===== config.mk =====
export PLATFORM = sky130hd
export DESIGN_NAME = diff_drive_setpoint_limiter
export DESIGN_NICKNAME = d
export VERILOG_FILES = /design/src/hdl/ddsl_pkg.sv /design/src/hdl/diff_drive_setpoint_limiter.sv /design/src/hdl/ddsl_regs.sv
export SDC_FILE = /design/constraint.sdc
export NUM_CORES = 1
export LEC_CHECK = 0
export ABC_AREA = 0
export BUFFER_PORTS_ARGS = -buffer_cell sky130_fd_sc_hd__buf_2
export CAP_MARGIN = 10
export CORE_MARGIN = 10
export CORE_UTILIZATION = 25
export CTS_CLUSTER_DIAMETER = 30
export DETAILED_ROUTE_END_ITERATION = 10
export GPL_ROUTABILITY_DRIVEN = 1
export SLEW_MARGIN = 10
export SYNTH_ARGS = -nofsm -noshare
export SYNTH_HDL_FRONTEND = slang
export SYNTH_SLANG_ARGS = --single-unit

===== constraint.sdc =====
create_clock -name clk -period 34.1 [get_ports clk]
set_clock_uncertainty 0.15 [all_clocks]
set_input_delay 1.705 -clock clk [delete_from_list [all_inputs] [get_ports clk]]
set_output_delay 1.705 -clock clk [all_outputs]
set_load 0.01 [all_outputs]

===== src/hdl/ddsl_pkg.sv =====
// Shared types, constants and arithmetic helpers for the setpoint limiter.
package ddsl_pkg;

  localparam int unsigned CMD_W   = 24;
  localparam int unsigned LIM_W   = 16;
  localparam int unsigned SP_W    = 17;
  localparam int unsigned MIX_W   = 18;
  localparam int unsigned ADDR_W  = 5;
  localparam int unsigned DATA_W  = 32;

  localparam logic [LIM_W-1:0] RST_MAX_TRANS = 16'd2000;
  localparam logic [LIM_W-1:0] RST_MAX_ROT   = 16'd1400;
  localparam logic [LIM_W-1:0] RST_MAX_WHEEL = 16'd3000;
  localparam logic [LIM_W-1:0] RST_MAX_ACCEL = 16'd8;
  localparam logic [LIM_W-1:0] RST_MAX_DECEL = 16'd4;

  // register indexes, word addressed
  typedef enum logic [2:0] {
    REG_ENABLED   = 3'd0,
    REG_MAX_TRANS = 3'd1,
    REG_MAX_ROT   = 3'd2,
    REG_MAX_WHEEL = 3'd3,
    REG_MAX_ACCEL = 3'd4,
    REG_MAX_DECEL = 3'd5
  } ddsl_reg_idx_t;

  typedef struct packed {
    logic             enabled;
    logic [LIM_W-1:0] max_trans;
    logic [LIM_W-1:0] max_rot;
    logic [LIM_W-1:0] max_wheel;
    logic [LIM_W-1:0] max_accel;
    logic [LIM_W-1:0] max_decel;
  } ddsl_cfg_t;

  // clamp a raw command symmetrically to lim
  function automatic logic signed [SP_W-1:0] clamp_cmd(
    input logic signed [CMD_W-1:0] v,
    input logic [LIM_W-1:0]        lim
  );
    logic signed [CMD_W:0] vx;
    logic signed [CMD_W:0] lx;
    logic signed [SP_W-1:0] ls;
    vx = {v[CMD_W-1], v};
    lx = {{(CMD_W+1-LIM_W){1'b0}}, lim};
    ls = {1'b0, lim};
    if (vx > lx) begin
      clamp_cmd = ls;
    end else if (vx < -lx) begin
      clamp_cmd = -ls;
    end else begin
      clamp_cmd = v[SP_W-1:0];
    end
  endfunction

  // clamp a mixed wheel value symmetrically to lim
  function automatic logic signed [SP_W-1:0] clamp_mix(
    input logic signed [MIX_W-1:0] v,
    input logic [LIM_W-1:0]        lim
  );
    logic signed [MIX_W:0] vx;
    logic signed [MIX_W:0] lx;
    logic signed [SP_W-1:0] ls;
    vx = {v[MIX_W-1], v};
    lx = {{(MIX_W+1-LIM_W){1'b0}}, lim};
    ls = {1'b0, lim};
    if (vx > lx) begin
      clamp_mix = ls;
    end else if (vx < -lx) begin
      clamp_mix = -ls;
    end else begin
      clamp_mix = v[SP_W-1:0];
    end
  endfunction

  // limit the step from prev toward target; result lies between the two
  function automatic logic signed [SP_W-1:0] slew(
    input logic signed [SP_W-1:0] target,
    input logic signed [SP_W-1:0] prev,
    input logic [LIM_W-1:0]       accel,
    input logic [LIM_W-1:0]       decel
  );
    logic signed [MIX_W:0] tx;
    logic signed [MIX_W:0] px;
    logic signed [MIX_W:0] ax;
    logic signed [MIX_W:0] dx;
    logic signed [MIX_W:0] up;
    logic signed [MIX_W:0] dn;
    tx = {{(MIX_W+1-SP_W){target[SP_W-1]}}, target};
    px = {{(MIX_W+1-SP_W){prev[SP_W-1]}}, prev};
    ax = {{(MIX_W+1-LIM_W){1'b0}}, accel};
    dx = {{(MIX_W+1-LIM_W){1'b0}}, decel};
    up = px + ax;
    dn = px - dx;
    if (tx - px > ax) begin
      slew = up[SP_W-1:0];
    end else if (px - tx > dx) begin
      slew = dn[SP_W-1:0];
    end else begin
      slew = target;
    end
  endfunction

endpackage


===== src/hdl/diff_drive_setpoint_limiter.sv =====
// Top level: clamp, mix and slew limit wheel setpoints, one item per cycle while the output is not stalled.
//
//   channel  direction  handshake           payload
//   in_      input      in_valid/in_stall   in_translation_cmd, in_rotation_cmd
//   out_     output     out_valid/out_stall out_left_setpoint, out_right_setpoint
//   cfg      input      psel/penable/pready paddr, pwdata, prdata
//
// An accepted item is captured in the input register, and its result is loaded into
// the output register through the single clamp/mix/slew pass between the registers;
// one item per cycle is sustained while no stalled result holds the input register.
// The output register doubles as the previous setpoint, cleared by reset.
// A stalled result holds the input register; in_stall rises only then.
// With enabled low an item is taken and dropped without a result.
module diff_drive_setpoint_limiter
  import ddsl_pkg::*;
(
  input  logic                   clk,
  input  logic                   rst_n,
  input  logic                   in_valid,
  output logic                   in_stall,
  input  logic signed [CMD_W-1:0] in_translation_cmd,
  input  logic signed [CMD_W-1:0] in_rotation_cmd,
  output logic                   out_valid,
  input  logic                   out_stall,
  output logic signed [SP_W-1:0] out_left_setpoint,
  output logic signed [SP_W-1:0] out_right_setpoint,
  input  logic                   psel,
  input  logic                   penable,
  input  logic                   pwrite,
  input  logic [ADDR_W-1:0]      paddr,
  input  logic [DATA_W-1:0]      pwdata,
  output logic [DATA_W-1:0]      prdata,
  output logic                   pready
);

  ddsl_cfg_t cfg;

  logic                    s1_valid_r;
  logic signed [CMD_W-1:0] s1_trans_r;
  logic signed [CMD_W-1:0] s1_rot_r;
  logic                    out_valid_r;
  logic signed [SP_W-1:0]  left_r;
  logic signed [SP_W-1:0]  right_r;

  logic                    fire;
  logic signed [SP_W-1:0]  t_clamp;
  logic signed [SP_W-1:0]  r_clamp;
  logic signed [MIX_W-1:0] left_mix;
  logic signed [MIX_W-1:0] right_mix;
  logic signed [SP_W-1:0]  left_nxt;
  logic signed [SP_W-1:0]  right_nxt;

  ddsl_regs u_regs (
    .clk     (clk),
    .rst_n   (rst_n),
    .psel    (psel),
    .penable (penable),
    .pwrite  (pwrite),
    .paddr   (paddr),
    .pwdata  (pwdata),
    .prdata  (prdata),
    .pready  (pready),
    .cfg     (cfg)
  );

  // hold the input register while a full output waits
  assign in_stall = s1_valid_r && out_valid_r && out_stall;
  assign fire     = s1_valid_r && !in_stall;

  // capture next item
  always_ff @(posedge clk) begin
    if (!rst_n) begin
      s1_valid_r <= 1'b0;
    end else if (!in_stall) begin
      s1_valid_r <= in_valid;
    end
    if (in_valid && !in_stall) begin
      s1_trans_r <= in_translation_cmd;
      s1_rot_r   <= in_rotation_cmd;
    end
  end

  // clamp commands, mix, clamp wheels, slew against last setpoint
  always_comb begin
    t_clamp   = clamp_cmd(s1_trans_r, cfg.max_trans);
    r_clamp   = clamp_cmd(s1_rot_r, cfg.max_rot);
    left_mix  = {t_clamp[SP_W-1], t_clamp} - {r_clamp[SP_W-1], r_clamp};
    right_mix = {t_clamp[SP_W-1], t_clamp} + {r_clamp[SP_W-1], r_clamp};
    left_nxt  = slew(clamp_mix(left_mix, cfg.max_wheel), left_r,
                     cfg.max_accel, cfg.max_decel);
    right_nxt = slew(clamp_mix(right_mix, cfg.max_wheel), right_r,
                     cfg.max_accel, cfg.max_decel);
  end

  // load result and previous setpoint; drop item when disabled
  always_ff @(posedge clk) begin
    if (!rst_n) begin
      out_valid_r <= 1'b0;
      left_r      <= '0;
      right_r     <= '0;
    end else if (fire && cfg.enabled) begin
      out_valid_r <= 1'b1;
      left_r      <= left_nxt;
      right_r     <= right_nxt;
    end else if (!out_stall) begin
      out_valid_r <= 1'b0;
    end
  end

  assign out_valid          = out_valid_r;
  assign out_left_setpoint  = left_r;
  assign out_right_setpoint = right_r;

endmodule


===== src/hdl/ddsl_regs.sv =====
// Configuration register file behind the APB-style port.
module ddsl_regs
  import ddsl_pkg::*;
(
  input  logic              clk,
  input  logic              rst_n,
  input  logic              psel,
  input  logic              penable,
  input  logic              pwrite,
  input  logic [ADDR_W-1:0] paddr,
  input  logic [DATA_W-1:0] pwdata,
  output logic [DATA_W-1:0] prdata,
  output logic              pready,
  output ddsl_cfg_t         cfg
);

  ddsl_cfg_t     cfg_r;
  logic          wr_en;
  ddsl_reg_idx_t idx;

  assign pready = 1'b1;
  assign wr_en  = psel && penable && pwrite;
  assign idx    = ddsl_reg_idx_t'(paddr[ADDR_W-1:2]);
  assign cfg    = cfg_r;

  // write selected register; unknown indexes are dropped
  always_ff @(posedge clk) begin
    if (!rst_n) begin
      cfg_r.enabled   <= 1'b1;
      cfg_r.max_trans <= RST_MAX_TRANS;
      cfg_r.max_rot   <= RST_MAX_ROT;
      cfg_r.max_wheel <= RST_MAX_WHEEL;
      cfg_r.max_accel <= RST_MAX_ACCEL;
      cfg_r.max_decel <= RST_MAX_DECEL;
    end else if (wr_en) begin
      case (idx)
        REG_ENABLED:   cfg_r.enabled   <= pwdata[0];
        REG_MAX_TRANS: cfg_r.max_trans <= pwdata[LIM_W-1:0];
        REG_MAX_ROT:   cfg_r.max_rot   <= pwdata[LIM_W-1:0];
        REG_MAX_WHEEL: cfg_r.max_wheel <= pwdata[LIM_W-1:0];
        REG_MAX_ACCEL: cfg_r.max_accel <= pwdata[LIM_W-1:0];
        REG_MAX_DECEL: cfg_r.max_decel <= pwdata[LIM_W-1:0];
        default: ;
      endcase
    end
  end

  // return selected register
  always_comb begin
    case (idx)
      REG_ENABLED:   prdata = {{(DATA_W-1){1'b0}}, cfg_r.enabled};
      REG_MAX_TRANS: prdata = {{(DATA_W-LIM_W){1'b0}}, cfg_r.max_trans};
      REG_MAX_ROT:   prdata = {{(DATA_W-LIM_W){1'b0}}, cfg_r.max_rot};
      REG_MAX_WHEEL: prdata = {{(DATA_W-LIM_W){1'b0}}, cfg_r.max_wheel};
      REG_MAX_ACCEL: prdata = {{(DATA_W-LIM_W){1'b0}}, cfg_r.max_accel};
      REG_MAX_DECEL: prdata = {{(DATA_W-LIM_W){1'b0}}, cfg_r.max_decel};
      default:       prdata = '0;
    endcase
  end

endmodule


==> key figures <==
Status
  • Outcome: complete, no violations

Floorplanning
  • Starting Density: 25.2%
  • Die footprint: between 100000 and 150000 um^2
  • IO Pins: around 160
  • Die width: ~320 um
  • Core outline area: about 90000 um^2
  • # rows: roughly 110
  • Die height: about 320 um

STA
  • Fmax: between 0.05 and 0.06 GHz
  • Max_slew headroom: ~20%
  • Worst-margin pin slew: roughly 1200 ps
  • Fin crit period: 17360 ps
  • Fin. Hold Viols: 0
  • Setup TNS: 0 ps
  • Fin crit share: 50.9%
  • Fin worst setup slack: 16740 ps
  • Final count of negative-setup-slack endpoints: 0
  • Unrepaired setup endpoints after global routing: false
  • Final number of max-transition violations: 0

Place
  • Final GP Congestion: ~0.95
  • Post-detail-place hpwl: ~67000 um
  • Pre-CTS setup slack: 17080 ps
  • # port buffers: around 130

Clock network
  • CTS root buf: clkbuf_16
  • CTS tree: yes
  • Clk pin slew, worst setup/hold paths: about 80 ps
  • Cts bufs inserted: 17
  • Postcts setup bufs: 0
  • CTS resizes: 0
  • Post-CTS Hold Fix Bufs: 0
  • Clock sink count: around 170
  • Clk_lat worst skew: 480 ps
  • Clk buf depth: 2
  • H-tree Lvls: 4

Power
  • Peak supply drop: between 0.00005 and 0.00006 V
  • Power per cell area: between 70 and 80 nW/um^2
  • Total power draw: ~1800 uW
  • Pleak: approximately 0.010 uW

Global routing
  • Overflow after GRT: 0
  • GR Util All Layers: about 15%
  • Initial antenna violation count: 0
  • Largest net degree at the start of global routing: 76
  • First-pass GRT wire length: between 100000 and 150000 um
  • Vias in the first global route: 20600

Run
  • Max-cap viol count: 0

Routing
  • Vias: 21900
  • Vias/cell: roughly 5.3
  • Top sig layer: met4
  • Met1 wire length: 37100 um
  • Residual DRC: 0
  • Post-route ant nets: 0
  • DR pass1 iterations: 5
  • Met2 Wirelength: ~36000 um
  • First DRT Iteration DRCs: ~1800
  • Wirelength per Cell: about 20 um
  • Total wire length: approximately 82000 um
  • DR WL met3: 5480 um

Final layout
  • Most frequent cells in the layout: ha_1 (375), nand2_1 (310), a21oi_1 (300)
  • Layout cells sized above 1: between 8 and 9%
  • ANT cells: 0
  • Final nets: ~3400
  • Fillers: 9626
  • Commonest non-fill, non-tap cell in the layout: ha_1
  • Synth-to-layout area growth: 10.7%

Synthesis
  • Register area share after synthesis: 16.9%
  • Post-synthesis compound-gate area fraction: 27.1%
  • Simple-gate portion of the synthesized area: around 18%
  • YS warnings: 0
  • Mux share of post-synthesis cell area: 3.30%
  • Post-synth cell types: 94
  • XOR/XNOR Fraction of Synth Area: 5.92%
  • Primary FF master, synth: dfxtp_1
  • Mapped Cells: 2928
  • Synth Area in Adders: 21.7%
  • Async set or reset register ratio after synthesis: 0%
  • Post-synthesis cell area: 22300 um^2
  • Synthesized area per cell: 7.63 um^2
  • Post-synth EDFFs: 48
  • Flop and latch count out of synthesis: about 170
  • Largest family of logic cells by synthesized area: compound AO/OA/AOI/OAI gates

Worst setup path
  • Crit path max-delay cell type: o21ai_0
  • Required time of the critical path: around 34000 ps
  • CP Class: flop to flop
  • CP Capture Type: flop
  • CP Max Fanout: 31
  • Crit path DAT: 17620 ps
  • CP dominant cell by count: a21oi_1
  • Slowest stage delay, CP: approximately 800 ps
  • Nature of the critical path startpoint: flop

Min path
  • Worst hold-check path type: flop to flop
## metrics by stage
stage / instance area (um^2) / hold WS [ps] / std cells / utilization, %
CTS: 24700 / 324 / 4134 / 27.9
detailed placement: 24100 / 314 / 4102 / 27.2
floorplan: 22400 / 299 / 2943 / -
global route: 24700 / 354 / 4134 / 27.9
global placement: 24100 / 307 / 4102 / 27.2
finish: 24700 / 327 / 4134 / 27.9
## worst paths after layout
check                           slack, ps           start  cells after the start                     to
worst max-delay path                16740  u_regs.cfg[50]                     58  out_right_setpoint[0]
worst min-delay path                  330  u_regs.cfg[13]                      2         u_regs.cfg[13]
worst max register to register      16740  u_regs.cfg[50]                     58  out_right_setpoint[0]
worst min register to register        330  u_regs.cfg[13]                      2         u_regs.cfg[13]
## registers in the layout (all words and copies together), names as in the netlist
| signal | count |
|---|---|
| out_left_setpoint | 17 |
| s1_valid_r | 1 |
| s1_trans_r | 24 |
| u_regs.cfg | 81 |
| out_valid | 1 |
| s1_rot_r | 24 |
| out_right_setpoint | 17 |
## where the power goes
part,leakage (uW),internal [uW],switching (uW),total [uW]
Sequential,0.00142,218,32.0,250
Clock,0.000316,120,103,223
Combinational,0.00870,505,774,1280
Total,0.0104,843,909,1750
## layout make-up
cell class	instances	area (um^2)	area share (%)
multi-input combinational	2379	17100	69.2
sequential	165	3780	15.3
tap	1165	1460	5.90
inverter	241	905	3.66
timing repair buffer	152	828	3.35
clock buffer	19	475	1.92
clock inverter	13	173	0.699
## Yosys cell counts (51+ instances only)
cell      number  area share, %
clkbuf_1     119            2.0
a21o_1        65            2.2
nand2b_1      51            1.4
mux2i_1       61            2.7
inv_1        236            4.0
nand3_1       54            1.2
nand2_1      310            5.2
xnor2_1      125            4.9
o21ai_0      177            4.0
ha_1         375             21
a21oi_1      301            6.7
nor2_1       151            2.5
dfxtp_1      117             10
## per-layer routing
metal	GRT usage (%)	vias to the layer above
li1	-	10600
met1	20.3	10400
met2	24.7	795
met3	2.48	108
met4	5.82	0
met5	0	-
## critical path, delay by kind of cell, from the launching register on
family	cells	cell delay, ps
and+or+nand+nor	18	5290
muxes	1	220
xor gates and xnor gates	2	400
DFF	1	410
buffers and inverters	3	650
adders and majority gates	5	1660
AOI/OAI and AO/OA	29	8460
## logic make-up after synthesis
kind of cell,after synthesis
buffers and inverters,399
other,2
and+or+nand+nor,823
adders and majority gates,383
xor gates and xnor gates,151
muxes,72
AOI/OAI and AO/OA,933
DFF,165
Note: power is estimated with default switching activity, not from simulation.
